$ cat src/rtl/tfs_pkg.sv
package tfs_pkg;

  localparam int ANGLE_BITS_DEF = 32;

  localparam int CFG_W     = 16;
  localparam int CFG_IDX_W = 3;
  localparam int REM_W     = 16;

  localparam logic [CFG_IDX_W-1:0] CFG_SHOT_STEP    = 3'd0;
  localparam logic [CFG_IDX_W-1:0] CFG_BURST_PERIOD = 3'd1;
  localparam logic [CFG_IDX_W-1:0] CFG_HOLD_TICKS   = 3'd2;
  localparam logic [CFG_IDX_W-1:0] CFG_JAM_MARGIN   = 3'd3;
  localparam logic [CFG_IDX_W-1:0] CFG_JAM_TICKS    = 3'd4;
  localparam logic [CFG_IDX_W-1:0] CFG_CALIB_TICKS  = 3'd5;

  localparam logic [15:0] SHOT_STEP_RST    = 16'd36864;
  localparam logic [9:0]  BURST_PERIOD_RST = 10'd80;
  localparam logic [9:0]  HOLD_TICKS_RST   = 10'd100;
  localparam logic [15:0] JAM_MARGIN_RST   = 16'd5000;
  localparam logic [11:0] JAM_TICKS_RST    = 12'd900;
  localparam logic [15:0] CALIB_TICKS_RST  = 16'd5000;

  localparam logic [1:0] SW_UP   = 2'd1;
  localparam logic [1:0] SW_DOWN = 2'd2;

  localparam logic [REM_W-1:0] SLOT_MOD = 16'd36864;

  localparam logic [12:0] BLOCKED_MAX = 13'd8191;

  localparam logic [7:0]  LIMIT_MID  = 8'd18;
  localparam logic [7:0]  LIMIT_HIGH = 8'd30;
  localparam logic [12:0] RPM_LOW    = 13'd4500;
  localparam logic [12:0] RPM_MID    = 13'd5400;
  localparam logic [12:0] RPM_HIGH   = 13'd7900;
  localparam logic [12:0] RPM_OFF    = 13'd0;

  typedef struct packed {
    logic load;
    logic step;
  } tfs_div_ctl_t;

  typedef enum logic [4:0] {
    ST_IDLE = 5'b00001,
    ST_ADD  = 5'b00010,
    ST_DIV  = 5'b00100,
    ST_FIX  = 5'b01000,
    ST_DONE = 5'b10000
  } tfs_state_t;

  function automatic logic [12:0] rpm_for(input logic [7:0] limit);
    logic [12:0] rpm;
    case (limit)
      LIMIT_MID:  rpm = RPM_MID;
      LIMIT_HIGH: rpm = RPM_HIGH;
      default:    rpm = RPM_LOW;
    endcase
    return rpm;
  endfunction

endpackage

$ cat src/rtl/tfs_serial_rem.sv
module tfs_serial_rem #(
  parameter int ANGLE_BITS = tfs_pkg::ANGLE_BITS_DEF
) (
  input  logic                         clk,
  input  tfs_pkg::tfs_div_ctl_t        ctl,
  input  logic [ANGLE_BITS-1:0]        dividend,
  input  logic [tfs_pkg::REM_W-1:0]    divisor,
  output logic [tfs_pkg::REM_W-1:0]    remainder
);
  import tfs_pkg::*;

  logic [ANGLE_BITS-1:0] dvd_r;
  logic [REM_W-1:0]      rem_r;
  logic [REM_W-1:0]      rem_nxt;
  logic [REM_W:0]        trial;

  // restoring step, dividend enters MSB first
  always_comb begin
    trial = {rem_r, dvd_r[ANGLE_BITS-1]};
    if (trial >= {1'b0, divisor}) begin
      rem_nxt = REM_W'(trial - {1'b0, divisor});
    end else begin
      rem_nxt = trial[REM_W-1:0];
    end
  end

  always_ff @(posedge clk) begin
    if (ctl.load) begin
      dvd_r <= dividend;
      rem_r <= '0;
    end else if (ctl.step) begin
      dvd_r <= {dvd_r[ANGLE_BITS-2:0], 1'b0};
      rem_r <= rem_nxt;
    end
  end

  assign remainder = rem_r;

endmodule

$ cat src/rtl/trigger_feed_sequencer_top.sv
// A request steps through ADD, DIV, FIX and DONE; its result is then registered at the outputs with out_valid.
// No new request is taken until the sequencer is back in IDLE; the time per request is set by the
// LSB-first serial adders (two passes) and the one-bit-per-cycle remainder units in between.
// A finished result waits in the output register while the next request is taken.
// Reset: synchronous, active low; config returns to defaults, mode stopped, target zero.
module trigger_feed_sequencer_top #(
  parameter int ANGLE_BITS = tfs_pkg::ANGLE_BITS_DEF
) (
  input  logic                             clk,
  input  logic                             rst_n,
  input  logic                             cfg_we,
  input  logic [tfs_pkg::CFG_IDX_W-1:0]    cfg_index,
  input  logic [tfs_pkg::CFG_W-1:0]        cfg_data,
  input  logic                             in_valid,
  output logic                             in_stall,
  input  logic [1:0]                       in_left_switch,
  input  logic [1:0]                       in_right_switch,
  input  logic                             in_fire_key,
  input  logic                             in_mouse_left,
  input  logic signed [31:0]               in_trigger_angle,
  input  logic [7:0]                       in_speed_limit,
  output logic                             out_valid,
  input  logic                             out_stall,
  output logic                             out_armed,
  output logic signed [31:0]               out_position_target,
  output logic                             out_drive_enable,
  output logic [12:0]                      out_wheel_rpm,
  output logic                             out_jam_recovered
);
  import tfs_pkg::*;

  localparam int W     = ANGLE_BITS;
  localparam int CNT_W = $clog2(ANGLE_BITS + 2);
  localparam logic [CNT_W-1:0] LAST_BIT = CNT_W'(ANGLE_BITS - 1);
  localparam logic [CNT_W-1:0] SIGN_POS = CNT_W'(ANGLE_BITS);
  localparam logic [CNT_W-1:0] LAST_ADD = CNT_W'(ANGLE_BITS + 1);

  // config
  logic [15:0] shot_step_r;
  logic [9:0]  burst_period_r;
  logic [9:0]  hold_ticks_r;
  logic [15:0] jam_margin_r;
  logic [11:0] jam_ticks_r;
  logic [15:0] calib_ticks_r;

  // tick state
  logic               mode_r;
  logic signed [W-1:0] tgt_r;
  logic signed [16:0] sp_r;
  logic [1:0]         prev_left_r;
  logic               prev_key_r;
  logic               prev_mouse_r;
  logic [10:0]        hold_cnt_r;
  logic               hold_act_r;
  logic [9:0]         burst_cnt_r;
  logic [12:0]        blk_cnt_r;
  logic [15:0]        calib_cnt_r;

  // sequencer
  tfs_state_t         state_r;
  logic [CNT_W-1:0]   cnt_r;
  logic               out_valid_r;

  // request payload and serial datapath
  logic signed [W-1:0] ang_r;
  logic [12:0]        rpm_r;
  logic               force_r;
  logic [W-1:0]       tgt_sr;
  logic [16:0]        sub_sr;
  logic [15:0]        mar_sr;
  logic [W-1:0]       ang_sr;
  logic [16:0]        sp_sr;
  logic [W-1:0]       res_sr;
  logic [W-1:0]       xs_sr;
  logic [W-1:0]       nxs_sr;
  logic [W-1:0]       nang_sr;
  logic [W-1:0]       jt_sr;
  logic [16:0]        r_sr;
  logic               c1_r;
  logic [1:0]         c2_r;
  logic               c3_r;
  logic               c4_r;
  logic               c5_r;
  logic               xsign_r;
  logic               blocked_r;

  logic               out_armed_r;
  logic signed [31:0] out_tgt_r;
  logic               out_drive_r;
  logic [12:0]        out_rpm_r;
  logic               out_rec_r;

  // per-request control logic
  logic        accept;
  logic        up_edge, key_edge, down_edge, click;
  logic        mode_nxt;
  logic [10:0] hold_inc, hold_cnt_nxt;
  logic        hold_act_nxt;
  logic [10:0] burst_inc;
  logic [9:0]  burst_cnt_nxt;
  logic        burst_shot, edge_shot;
  logic [16:0] sub_nxt;
  logic        calib_now, stop_hold;
  logic [15:0] calib_cnt_nxt;

  // serial bit slices
  logic        lo_half;
  logic [1:0]  s1_sum;
  logic        s1_bit;
  logic [2:0]  s2_sum;
  logic [1:0]  x_sum, nx_sum, na_sum, jt_sum;

  // remainder units
  tfs_div_ctl_t      div_ctl;
  logic [W-1:0]      jam_dvd, slot_dvd;
  logic [REM_W-1:0]  jam_rem, slot_rem;
  logic [16:0]       jam_rpos, slot_rpos;
  logic [16:0]       r_val;
  logic signed [16:0] sp_new;

  // finish
  logic               can_load;
  logic [12:0]        blk_inc, blk_cnt_nxt;
  logic               recovered;
  logic signed [W-1:0] snap_tgt, tgt_fin;

  assign accept   = in_valid && !in_stall;
  assign in_stall = (state_r != ST_IDLE);
  assign can_load = !out_valid_r || !out_stall;

  always_comb begin
    up_edge   = (in_left_switch == SW_UP) && (prev_left_r != SW_UP);
    key_edge  = in_fire_key && !prev_key_r;
    mode_nxt  = mode_r ^ (up_edge || key_edge);
    down_edge = (in_left_switch == SW_DOWN) && (prev_left_r != SW_DOWN);
    click     = in_mouse_left && !prev_mouse_r;

    hold_inc     = hold_cnt_r + 11'd1;
    hold_cnt_nxt = '0;
    hold_act_nxt = 1'b0;
    if (in_mouse_left) begin
      if (hold_inc >= {1'b0, hold_ticks_r}) begin
        hold_cnt_nxt = {1'b0, hold_ticks_r} + 11'd1;
        hold_act_nxt = 1'b1;
      end else begin
        hold_cnt_nxt = hold_inc;
        hold_act_nxt = hold_act_r;
      end
    end

    burst_inc     = {1'b0, burst_cnt_r} + 11'd1;
    burst_cnt_nxt = burst_cnt_r;
    burst_shot    = 1'b0;
    if (hold_act_nxt && mode_nxt) begin
      if (burst_inc >= {1'b0, burst_period_r}) begin
        burst_shot    = 1'b1;
        burst_cnt_nxt = '0;
      end else begin
        burst_cnt_nxt = burst_inc[9:0];
      end
    end

    edge_shot = mode_nxt && (down_edge || click);
    case ({edge_shot, burst_shot})
      2'b11:   sub_nxt = {shot_step_r, 1'b0};
      2'b00:   sub_nxt = '0;
      default: sub_nxt = {1'b0, shot_step_r};
    endcase

    calib_now     = calib_cnt_r < calib_ticks_r;
    calib_cnt_nxt = calib_now ? calib_cnt_r + 16'd1 : calib_cnt_r;
    stop_hold     = !mode_nxt &&
                    ((in_left_switch == SW_DOWN) || (in_right_switch == SW_DOWN));
  end

  // LSB-first pass: shots, jam compare, angle - slot_phase and its negation, -angle
  always_comb begin
    lo_half = cnt_r < SIGN_POS;
    s1_sum  = {1'b0, tgt_sr[0]} + {1'b0, ~sub_sr[0]} + {1'b0, c1_r};
    s1_bit  = lo_half ? s1_sum[0] : res_sr[W-1];
    s2_sum  = {2'b0, s1_bit} + {2'b0, mar_sr[0]} + {2'b0, ~ang_sr[0]} + {1'b0, c2_r};
    x_sum   = {1'b0, ang_sr[0]} + {1'b0, ~sp_sr[0]} + {1'b0, c3_r};
    nx_sum  = {1'b0, sp_sr[0]} + {1'b0, ~ang_sr[0]} + {1'b0, c4_r};
    na_sum  = {1'b0, ~ang_sr[0]} + {1'b0, c5_r};
    jt_sum  = {1'b0, ang_sr[0]} + {1'b0, ~r_sr[0]} + {1'b0, c1_r};
  end

  always_comb begin
    div_ctl.load = (state_r == ST_ADD) && (cnt_r == LAST_ADD);
    div_ctl.step = (state_r == ST_DIV) && (cnt_r != SIGN_POS);
    jam_dvd      = xsign_r ? nxs_sr : xs_sr;
    slot_dvd     = ang_r[W-1] ? nang_sr : ang_r;
    jam_rpos     = {1'b0, jam_rem};
    slot_rpos    = {1'b0, slot_rem};
    r_val        = xsign_r ? 17'd0 - jam_rpos : jam_rpos;
    sp_new       = ang_r[W-1] ? 17'd0 - slot_rpos : slot_rpos;
  end

  tfs_serial_rem #(.ANGLE_BITS(ANGLE_BITS)) u_jam_rem (
    .clk       (clk),
    .ctl       (div_ctl),
    .dividend  (jam_dvd),
    .divisor   (shot_step_r),
    .remainder (jam_rem)
  );

  tfs_serial_rem #(.ANGLE_BITS(ANGLE_BITS)) u_slot_rem (
    .clk       (clk),
    .ctl       (div_ctl),
    .dividend  (slot_dvd),
    .divisor   (SLOT_MOD),
    .remainder (slot_rem)
  );

  // snapped target is angle minus the signed jam remainder, or the slot phase when shot_step is zero
  always_comb begin
    if (!blocked_r) begin
      blk_inc = '0;
    end else if (blk_cnt_r == BLOCKED_MAX) begin
      blk_inc = blk_cnt_r;
    end else begin
      blk_inc = blk_cnt_r + 13'd1;
    end
    recovered   = blk_inc > {1'b0, jam_ticks_r};
    blk_cnt_nxt = recovered ? '0 : blk_inc;
    snap_tgt    = (shot_step_r == '0) ? W'(sp_r) : jt_sr;
    if (force_r) begin
      tgt_fin = ang_r;
    end else if (recovered) begin
      tgt_fin = snap_tgt;
    end else begin
      tgt_fin = res_sr;
    end
  end

  always_ff @(posedge clk) begin
    if (!rst_n) begin
      shot_step_r    <= SHOT_STEP_RST;
      burst_period_r <= BURST_PERIOD_RST;
      hold_ticks_r   <= HOLD_TICKS_RST;
      jam_margin_r   <= JAM_MARGIN_RST;
      jam_ticks_r    <= JAM_TICKS_RST;
      calib_ticks_r  <= CALIB_TICKS_RST;
      mode_r         <= 1'b0;
      tgt_r          <= '0;
      sp_r           <= '0;
      prev_left_r    <= SW_UP;
      prev_key_r     <= 1'b0;
      prev_mouse_r   <= 1'b0;
      hold_cnt_r     <= '0;
      hold_act_r     <= 1'b0;
      burst_cnt_r    <= '0;
      blk_cnt_r      <= '0;
      calib_cnt_r    <= '0;
      state_r        <= ST_IDLE;
      cnt_r          <= '0;
      out_valid_r    <= 1'b0;
    end else begin
      if (cfg_we) begin
        case (cfg_index)
          CFG_SHOT_STEP:    shot_step_r    <= cfg_data;
          CFG_BURST_PERIOD: burst_period_r <= cfg_data[9:0];
          CFG_HOLD_TICKS:   hold_ticks_r   <= cfg_data[9:0];
          CFG_JAM_MARGIN:   jam_margin_r   <= cfg_data;
          CFG_JAM_TICKS:    jam_ticks_r    <= cfg_data[11:0];
          CFG_CALIB_TICKS:  calib_ticks_r  <= cfg_data;
          default: ;
        endcase
      end

      if ((state_r == ST_DONE) && can_load) begin
        out_valid_r <= 1'b1;
      end else if (out_valid_r && !out_stall) begin
        out_valid_r <= 1'b0;
      end

      case (state_r)
        ST_IDLE: begin
          if (accept) begin
            mode_r       <= mode_nxt;
            prev_left_r  <= in_left_switch;
            prev_key_r   <= in_fire_key;
            prev_mouse_r <= in_mouse_left;
            hold_cnt_r   <= hold_cnt_nxt;
            hold_act_r   <= hold_act_nxt;
            burst_cnt_r  <= burst_cnt_nxt;
            calib_cnt_r  <= calib_cnt_nxt;
            cnt_r        <= '0;
            state_r      <= ST_ADD;
          end
        end
        ST_ADD: begin
          if (cnt_r == LAST_ADD) begin
            cnt_r   <= '0;
            state_r <= ST_DIV;
          end else begin
            cnt_r <= cnt_r + CNT_W'(1);
          end
        end
        ST_DIV: begin
          if (cnt_r == SIGN_POS) begin
            cnt_r   <= '0;
            state_r <= ST_FIX;
          end else begin
            cnt_r <= cnt_r + CNT_W'(1);
          end
        end
        ST_FIX: begin
          if (cnt_r == LAST_BIT) begin
            cnt_r   <= '0;
            state_r <= ST_DONE;
          end else begin
            cnt_r <= cnt_r + CNT_W'(1);
          end
        end
        ST_DONE: begin
          if (can_load) begin
            tgt_r     <= tgt_fin;
            blk_cnt_r <= blk_cnt_nxt;
            if (force_r) begin
              sp_r <= sp_new;
            end
            state_r <= ST_IDLE;
          end
        end
        default: state_r <= ST_IDLE;
      endcase
    end
  end

  always_ff @(posedge clk) begin
    case (state_r)
      ST_IDLE: begin
        if (accept) begin
          ang_r   <= in_trigger_angle[W-1:0];
          ang_sr  <= in_trigger_angle[W-1:0];
          tgt_sr  <= tgt_r;
          sub_sr  <= sub_nxt;
          mar_sr  <= jam_margin_r;
          sp_sr   <= sp_r;
          rpm_r   <= mode_nxt ? rpm_for(in_speed_limit) : RPM_OFF;
          force_r <= calib_now || stop_hold;
          c1_r    <= 1'b1;
          c2_r    <= 2'd1;
          c3_r    <= 1'b1;
          c4_r    <= 1'b1;
          c5_r    <= 1'b1;
        end
      end
      ST_ADD: begin
        tgt_sr <= {tgt_sr[W-1], tgt_sr[W-1:1]};
        sub_sr <= {1'b0, sub_sr[16:1]};
        mar_sr <= {1'b0, mar_sr[15:1]};
        ang_sr <= {ang_sr[W-1], ang_sr[W-1:1]};
        sp_sr  <= {sp_sr[16], sp_sr[16:1]};
        c1_r   <= s1_sum[1];
        c2_r   <= s2_sum[2:1];
        c3_r   <= x_sum[1];
        c4_r   <= nx_sum[1];
        c5_r   <= na_sum[1];
        if (lo_half) begin
          res_sr  <= {s1_sum[0], res_sr[W-1:1]};
          xs_sr   <= {x_sum[0], xs_sr[W-1:1]};
          nxs_sr  <= {nx_sum[0], nxs_sr[W-1:1]};
          nang_sr <= {na_sum[0], nang_sr[W-1:1]};
        end
        if (cnt_r == SIGN_POS) begin
          xsign_r <= x_sum[0];
        end
        if (cnt_r == LAST_ADD) begin
          blocked_r <= s2_sum[0];
        end
      end
      ST_DIV: begin
        if (cnt_r == SIGN_POS) begin
          ang_sr <= ang_r;
          r_sr   <= r_val;
          c1_r   <= 1'b1;
        end
      end
      ST_FIX: begin
        ang_sr <= {ang_sr[W-1], ang_sr[W-1:1]};
        r_sr   <= {r_sr[16], r_sr[16:1]};
        c1_r   <= jt_sum[1];
        jt_sr  <= {jt_sum[0], jt_sr[W-1:1]};
      end
      ST_DONE: begin
        if (can_load) begin
          out_armed_r <= mode_r;
          out_tgt_r   <= 32'(tgt_fin);
          out_drive_r <= !force_r;
          out_rpm_r   <= rpm_r;
          out_rec_r   <= recovered;
        end
      end
      default: ;
    endcase
  end

  assign out_valid           = out_valid_r;
  assign out_armed           = out_armed_r;
  assign out_position_target = out_tgt_r;
  assign out_drive_enable    = out_drive_r;
  assign out_wheel_rpm       = out_rpm_r;
  assign out_jam_recovered   = out_rec_r;

endmodule
$ cat config.mk
export PLATFORM = sky130hd
export DESIGN_NAME = trigger_feed_sequencer_top
export DESIGN_NICKNAME = d
export VERILOG_FILES = /design/src/rtl/tfs_pkg.sv /design/src/rtl/tfs_serial_rem.sv /design/src/rtl/trigger_feed_sequencer_top.sv
export SDC_FILE = /design/constraint.sdc
export NUM_CORES = 1
export LEC_CHECK = 0
export BUFFER_PORTS_ARGS = -buffer_cell sky130_fd_sc_hd__buf_4
export CAP_MARGIN = 40
export CORE_AREA = 5 5 237 239
export DETAILED_ROUTE_END_ITERATION = 10
export DIE_AREA = 0 0 242 244
export PLACE_DENSITY = 0.84
export SETUP_SLACK_MARGIN = 0.5
export SLEW_MARGIN = 15
export SYNTH_ARGS = -nofsm -noshare
export SYNTH_HDL_FRONTEND = slang
export SYNTH_SLANG_ARGS = --single-unit
export TNS_END_PERCENT = 10
$ cat constraint.sdc
create_clock -name clk -period 6.9 [get_ports clk]
set_input_delay 1.38 -clock clk [delete_from_list [all_inputs] [get_ports clk]]
set_output_delay 1.38 -clock clk [all_outputs]
set_load 0.02 [all_outputs]
==> flow_metrics.env, run 1 <==
export IMPL_p_per_area_nw_per_um2=265
export IMPL_cp_num_buf_inv=0
export IMPL_cts_tree="built"
export IMPL_rsz0062_at_grt="no"
export IMPL_syn_area_per_cell_um2=10.7
export IMPL_clk_path_buf_depth=3
export IMPL_fin_nets=3013
export IMPL_ys_flop_type="edfxtp_1"
export IMPL_yosys_warnings=0
export IMPL_hp_class="reg2reg"
export IMPL_grt_usage=0.234
export IMPL_cts_resized=0
export IMPL_start_kind="flop"
export IMPL_post_dp_hpwl_um=45400
export IMPL_crit_slowest_cell="ha_1"
export IMPL_cts_setup_buffers=0
export IMPL_fin_crit_ns=4.47
export IMPL_holdBufCountCts=0
export IMPL_grt_antenna_before_repair=0
export IMPL_nFillCells=4059
export IMPL_rows=85
export IMPL_hold_viol_final=0
export IMPL_wl_per_cell_um=19.7
export IMPL_drive_above_1_share=0.114
export IMPL_p_leak_nw=12.9
export IMPL_synth_seq_area_share=0.598
export IMPL_first_pass_iters=6
export IMPL_maxCapViolCount=0
export IMPL_synth_seq_cells=670
export IMPL_startpoint="burst_cnt_r[0]"
export IMPL_synth_top_area_share=0.444
export IMPL_core_um2=53600
export IMPL_worst_pin_slew_ns=0.871
export IMPL_synth_cells=2787
export IMPL_chipWidth_um=242
export IMPL_setup_viol=0
export IMPL_async_flop_share=0
export IMPL_slew_headroom=0.419
export IMPL_gp_congestion=0.898
export IMPL_fmax_ghz=0.224
export IMPL_numCtsBuffers=67
export IMPL_clock_sinks=670
export IMPL_setup_worst_path_class="reg2reg"
export IMPL_grt_pass1_vias=21700
export IMPL_crit_chain="ha_1 > and3_1 > and3_1 > nand3_1 > xnor2_1 > ha_1 > o21ai_1 > nor2_1 > and2_1 > a211oi_1 > nand2_1 > nand2_1 > nor2_1 > ha_1 > nor2_1 > a21oi_1 > o21ai_0"
export IMPL_cp_max_fo=31
export IMPL_route_detailed_drc=0
export IMPL_skew_ns=0.0250
export IMPL_pin_count=120
export IMPL_synthTopCellsByArea="edfxtp_1 (44%), dfxtp_1 (15%), nand2_1 (8.0%), mux2i_1 (3.9%), ha_1 (3.3%)"
export IMPL_die_y_um=244
export IMPL_grt_pass1_wl_um=114000
export IMPL_synth_edff_count=441
export IMPL_clockRootBuffer="clkbuf_16"
export IMPL_avgViaCountPerCell=5.96
export IMPL_r2r_start="burst_cnt_r[0]"
export IMPL_drtAntennaViolNets=0
export IMPL_portBuffers=116
export IMPL_syn2layout_area_growth_pct=13.0
export IMPL_syn_cell_area_um2=29800
export IMPL_htreeDepth=3
export IMPL_drt_wl_total_um=71000
export IMPL_slowest_delay_ns=0.86
export IMPL_cpLargestDelayFamily="adder cells"
export IMPL_grt_overflow_total=0
export IMPL_vias=21500
export IMPL_grt_max_degree=81
export IMPL_start_util=0.557
export IMPL_holdCritStartpoint="rpm_r[10]"
export IMPL_critical_path_arrival_ns=4.79
export IMPL_worst_setup_path_end_kind="flop"
export IMPL_final_util=0.629
export IMPL_die_area_um2=59000
export IMPL_ir_worst_vdd_mv=0.262
export IMPL_ys_types=76
export IMPL_finalMaxSlewViolations=0
export IMPL_drt_iter0_markers=2196
export IMPL_path_clk_slew_ns=0.06
export IMPL_status="finished clean"
export IMPL_setup_tns_final_ns=0
export IMPL_diodes=0
export IMPL_clkLatencyLatePin_ns=0.61
export IMPL_cp_data_required_time_ns=7.22
export IMPL_yosysTopAreaCell="edfxtp_1"
export IMPL_period_share=0.648
## sequential cells by signal (all words and copies together), names as in the netlist, 17 cells and up
| signal | count |
|---|---|
| tgt_r | 32 |
| nang_sr | 32 |
| u_jam_rem.dvd_r | 32 |
| res_sr | 32 |
| jt_sr | 32 |
| ang_r | 32 |
| r_sr | 17 |
| out_position_target | 32 |
| sub_sr | 17 |
| u_slot_rem.dvd_r | 32 |
| xs_sr | 32 |
| tgt_sr | 32 |
| nxs_sr | 32 |
| sp_r | 17 |
| ang_sr | 32 |
| sp_sr | 17 |
## Yosys cell counts, types with 8 or more instances
cell type,number
nand2_1,639
edfxtp_1,441
dfxtp_1,229
o21ai_0,190
a21oi_1,132
clkbuf_1,132
nor2_1,118
mux2i_1,115
inv_1,107
ha_1,79
nand3_1,48
xnor2_1,45
a22oi_1,42
o21ai_1,38
xor2_1,35
o21ba_2,32
a21o_1,31
and3_1,24
o211ai_1,22
a211oi_1,21
and2_1,21
nor3_1,21
mux2_2,19
o31ai_1,17
nand2b_1,16
nand4_1,15
buf_4,13
nor4_1,13
nor2b_1,10
a22o_1,9
or3_1,8
or4_1,8
## where the power goes
part	switching (mW)	leakage [nW]	internal [mW]	total (mW)
Combinational	0.405	5.91	0.177	0.583
Clock	1.56	1.11	2.20	3.76
Sequential	0.0929	5.91	4.49	4.59
Total	2.06	12.9	6.87	8.93
## metrics by stage
stage | hold slack, ns | total power [mW] | instance area [µm²] | cells | setup slack, ns
final | 0.416 | 8.93 | 33700 | 3607 | 2.43
after detailed placement | 0.405 | 5.23 | 31300 | 3481 | 2.54
after floorplan | 0.400 | 4.99 | 29800 | 2789 | 2.16
after global placement | 0.412 | 5.19 | 31300 | 3477 | 2.63
after CTS | 0.419 | 8.97 | 33600 | 3604 | 2.46
after global routing | 0.425 | 9.22 | 33700 | 3607 | 2.06
## cells in the final DEF, fill, tap and decap left out, drive strengths merged, types with 6 or more instances in the layout
cell type and n:
a211oi 21, a21o 31, a21oi 132, a22o 9, a22oi 42, and2 21, and3 25, buf 152
bufinv 7, clkbuf 87, clkinv 26, dfxtp 229, edfxtp 441, fa 7, ha 79, inv 108
mux2 19, mux2i 115, nand2 639, nand2b 16, nand3 49, nand4 15, nor2 119, nor2b 10
nor3 21, nor3b 6, nor4 14, o211ai 22, o21a 7, o21ai 231, o21ba 32, o22ai 6
o31ai 17, o41ai 7, or3 8, or4 8, xnor2 45, xor2 35
## logic make-up (layout without fill, tap and decap cells)
group,Yosys count,in the layout,synth area share
other,1,3,0.000126
buffers and inverters,262,384,0.0347
adder cells (fa/ha/maj),86,86,0.0378
XOR/XNOR,80,80,0.0235
AO/OA/AOI/OAI,588,588,0.122
AND/OR/NAND/NOR,966,966,0.138
flip-flops,670,670,0.598
multiplexers,134,134,0.0458
## layer usage
layer,part of all wire,wire [µm],global-route usage,vias up
li1,-,-,-,9989
met1,0.39,27600,0.290,10500
met2,0.50,35400,0.404,873
met3,0.071,5070,0.0415,168
met4,0.041,2940,0.103,0
met5,0,0,0,-
## final timing paths
kind	end	depth (start not counted)	slack, ns
setup / recovery	sub_sr[14]	17	2.43
hold / removal	out_wheel_rpm[10]	0	0.42
hold reg to reg	out_wheel_rpm[10]	0	0.42
setup reg to reg	sub_sr[14]	17	2.43
## layout make-up
| type | instances | area (µm²) | area share |
|---|---|---|---|
| Sequential cell | 670 | 17800 | 0.529 |
| Multi-Input combinational cell | 1857 | 11100 | 0.328 |
| Clock buffer | 87 | 1880 | 0.0557 |
| Timing Repair Buffer | 152 | 1260 | 0.0373 |
| Tap cell | 696 | 871 | 0.0258 |
| Inverter | 109 | 410 | 0.0122 |
| Clock inverter | 36 | 407 | 0.0121 |
Note: power is estimated with default switching activity, not from simulation.
==> run 2, diff against run 1 <==
==> constraint.sdc (replaced) <==
create_clock -name clk -period 3.8 [get_ports clk]
set_input_delay 0.76 -clock clk [delete_from_list [all_inputs] [get_ports clk]]
set_output_delay 0.76 -clock clk [all_outputs]
set_load 0.02 [all_outputs]
==> run 2 against run 1 <==
Compared with the run above: via count is 1.4% higher; core utilization is 1.8 points higher; cell area is 2.8% higher; fmax is 23% higher; flip-flop and latch count stayed put; die area stayed put; critical path depth is 1 lower; highest routed layer unchanged; total power is 78% higher; critical path type unchanged; critical endpoint is now tgt_r[8].
==> flow_metrics.env, run 2 (same netlist as run 1, synthesis figures left out) <==
export IMPL_status="finished clean"
export IMPL_cpLargestDelayFamily="compound AO/OA/AOI/OAI gates"
export IMPL_holdBufCountCts=0
export IMPL_cts_tree="built"
export IMPL_worst_pin_slew_ns=0.882
export IMPL_cp_num_cells=16
export IMPL_clkLatencyLatePin_ns=0.62
export IMPL_avgViaCountPerCell=5.96
export IMPL_worst_setup_path_end_kind="flop"
export IMPL_chipWidth_um=242
export IMPL_hp_class="in2reg"
export IMPL_drtAntennaViolNets=0
export IMPL_p_per_area_nw_per_um2=460
export IMPL_rsz0062_at_grt="yes"
export IMPL_grt_antenna_before_repair=1
export IMPL_clock_sinks=670
export IMPL_maxCapViolCount=0
export IMPL_cp_max_fo=7
export IMPL_wl_per_cell_um=20.2
export IMPL_final_util=0.647
export IMPL_setup_ws_ns=0.175
export IMPL_grt_pass1_vias=21600
export IMPL_vias=21800
export IMPL_wl_met1_um=28600
export IMPL_crit_chain="and4_1 > and3_4 > a311oi_4 > nand2_1 > xnor2_1 > and2_4 > ha_4 > nand4_1 > a21oi_2 > o221ai_2 > a21oi_4 > buf_12 > clkbuf_16 > mux2i_1 > o21ai_1 > o21ba_2"
export IMPL_crit_slowest_cell="dfxtp_4"
export IMPL_holdPathStages=1
export IMPL_grt_overflow_total=0
export IMPL_startpoint="blk_cnt_r[7]"
export IMPL_pin_count=120
export IMPL_grt_pass1_wl_um=115000
export IMPL_critical_path_arrival_ns=4.12
export IMPL_start_kind="flop"
export IMPL_fin_crit_ns=3.62
export IMPL_skew_ns=0.0267
export IMPL_cp_data_required_time_ns=4.30
export IMPL_top_layer="met4"
export IMPL_syn2layout_area_growth_pct=16.2
export IMPL_p_leak_nw=13.2
export IMPL_route_detailed_drc=0
export IMPL_setup_viol=0
export IMPL_postLayoutCellArea_um2=34700
export IMPL_numCtsBuffers=68
export IMPL_setup_worst_path_class="reg2reg"
export IMPL_clk_path_buf_depth=3
export IMPL_reg2reg_to="tgt_r[8]"
export IMPL_gp_congestion=0.841
export IMPL_htreeDepth=3
export IMPL_die_y_um=244
export IMPL_first_pass_iters=6
export IMPL_path_clk_slew_ns=0.06
export IMPL_ir_worst_vdd_mv=0.445
export IMPL_placed_cell_area_um2=31500
export IMPL_reg2reg_slack_ns=0.18
export IMPL_rows=85
export IMPL_fmax_ghz=0.276
export IMPL_dp_slack_ns=0.0641
export IMPL_clockRootBuffer="clkbuf_16"
export IMPL_start_util=0.557
export IMPL_setup_tns_final_ns=0
export IMPL_hold_viol_final=0
export IMPL_finalMaxSlewViolations=0
export IMPL_grt_usage=0.239
export IMPL_layout_commonest_cell="nand2_1"
export IMPL_grt_max_degree=129
export IMPL_die_area_um2=59000
export IMPL_finalPower_mw=15.9
export IMPL_routed_wl_met3_um=5300
export IMPL_rr_worst_depth=16
export IMPL_slowest_delay_ns=0.35
export IMPL_drt_iter0_markers=2166
export IMPL_post_dp_hpwl_um=45600
export IMPL_slew_headroom=0.412
export IMPL_r2r_start="blk_cnt_r[7]"
export IMPL_period_share=0.954
export IMPL_drt_wl_total_um=73900
export IMPL_endpoint="tgt_r[8]"
export IMPL_drive_above_1_share=0.160
export IMPL_fin_nets=3062
export IMPL_cp_num_buf_inv=2
export IMPL_layout_common_cells="nand2_1 (637), edfxtp_1 (441), dfxtp_1 (210), o21ai_0 (181), buf_4 (178)"
export IMPL_wl_met2_um=36300
export IMPL_portBuffers=116
export IMPL_core_um2=53600
run 2: report_power, final:
group	leakage (nW)	internal, mW	switching [mW]
sequential	5.94	8.15	0.185
clock	1.03	3.64	2.85
combinational	6.23	0.370	0.737
run 2: worst min path at each step:
stage                               from  slack (ns)                 to
finish              in_trigger_angle[21]        0.33          ang_r[21]
global route         in_trigger_angle[3]        0.31           ang_r[3]
CTS                  in_trigger_angle[3]        0.30           ang_r[3]
detailed placement              rpm_r[4]        0.40   out_wheel_rpm[4]
global placement                rpm_r[4]        0.40   out_wheel_rpm[4]
floorplan                      rpm_r[10]        0.40  out_wheel_rpm[10]
run 2: timing repair:
action                     in CTS  in global routing
setup endpoints to repair      98                 94
pin swaps                      32                 49
buffers inserted               21                  9
gates cloned                    6                  2
resized for setup              80                 69
run 2: area by class of cell:
class	count	area (µm²)
repair buffers	199	1790
well taps	696	871
diodes	2	5.00
clock buffers	85	1830
flip-flops and latches	670	17900
multi-input cells	1858	11600
clock inverters	36	305
fillers	3860	18900
inverters	109	410
run 2: worst register-to-register path: stages (launching register included):
cell and delay (ns):
dfxtp_4 0.35, and4_1 0.18, and3_4 0.22, a311oi_4 0.34, nand2_1 0.11, xnor2_1 0.14, and2_4 0.17, ha_4 0.26
nand4_1 0.19, a21oi_2 0.21, o221ai_2 0.13, a21oi_4 0.26, buf_12 0.17, clkbuf_16 0.17, mux2i_1 0.25, o21ai_1 0.13
o21ba_2 0.25
run 2: layer usage:
layer | up-vias | global-route usage
li1 | 10100 | -
met1 | 10600 | 0.298
met2 | 928 | 0.411
met3 | 199 | 0.0399
met4 | 0 | 0.114
met5 | - | 0
run 2: stage by stage:
step	cells	hold slack [ns]
after global routing	3654	0.312
after detailed placement	3494	0.405
after CTS	3642	0.304
after floorplan	2789	0.400
final	3655	0.335
after global placement	3490	0.404
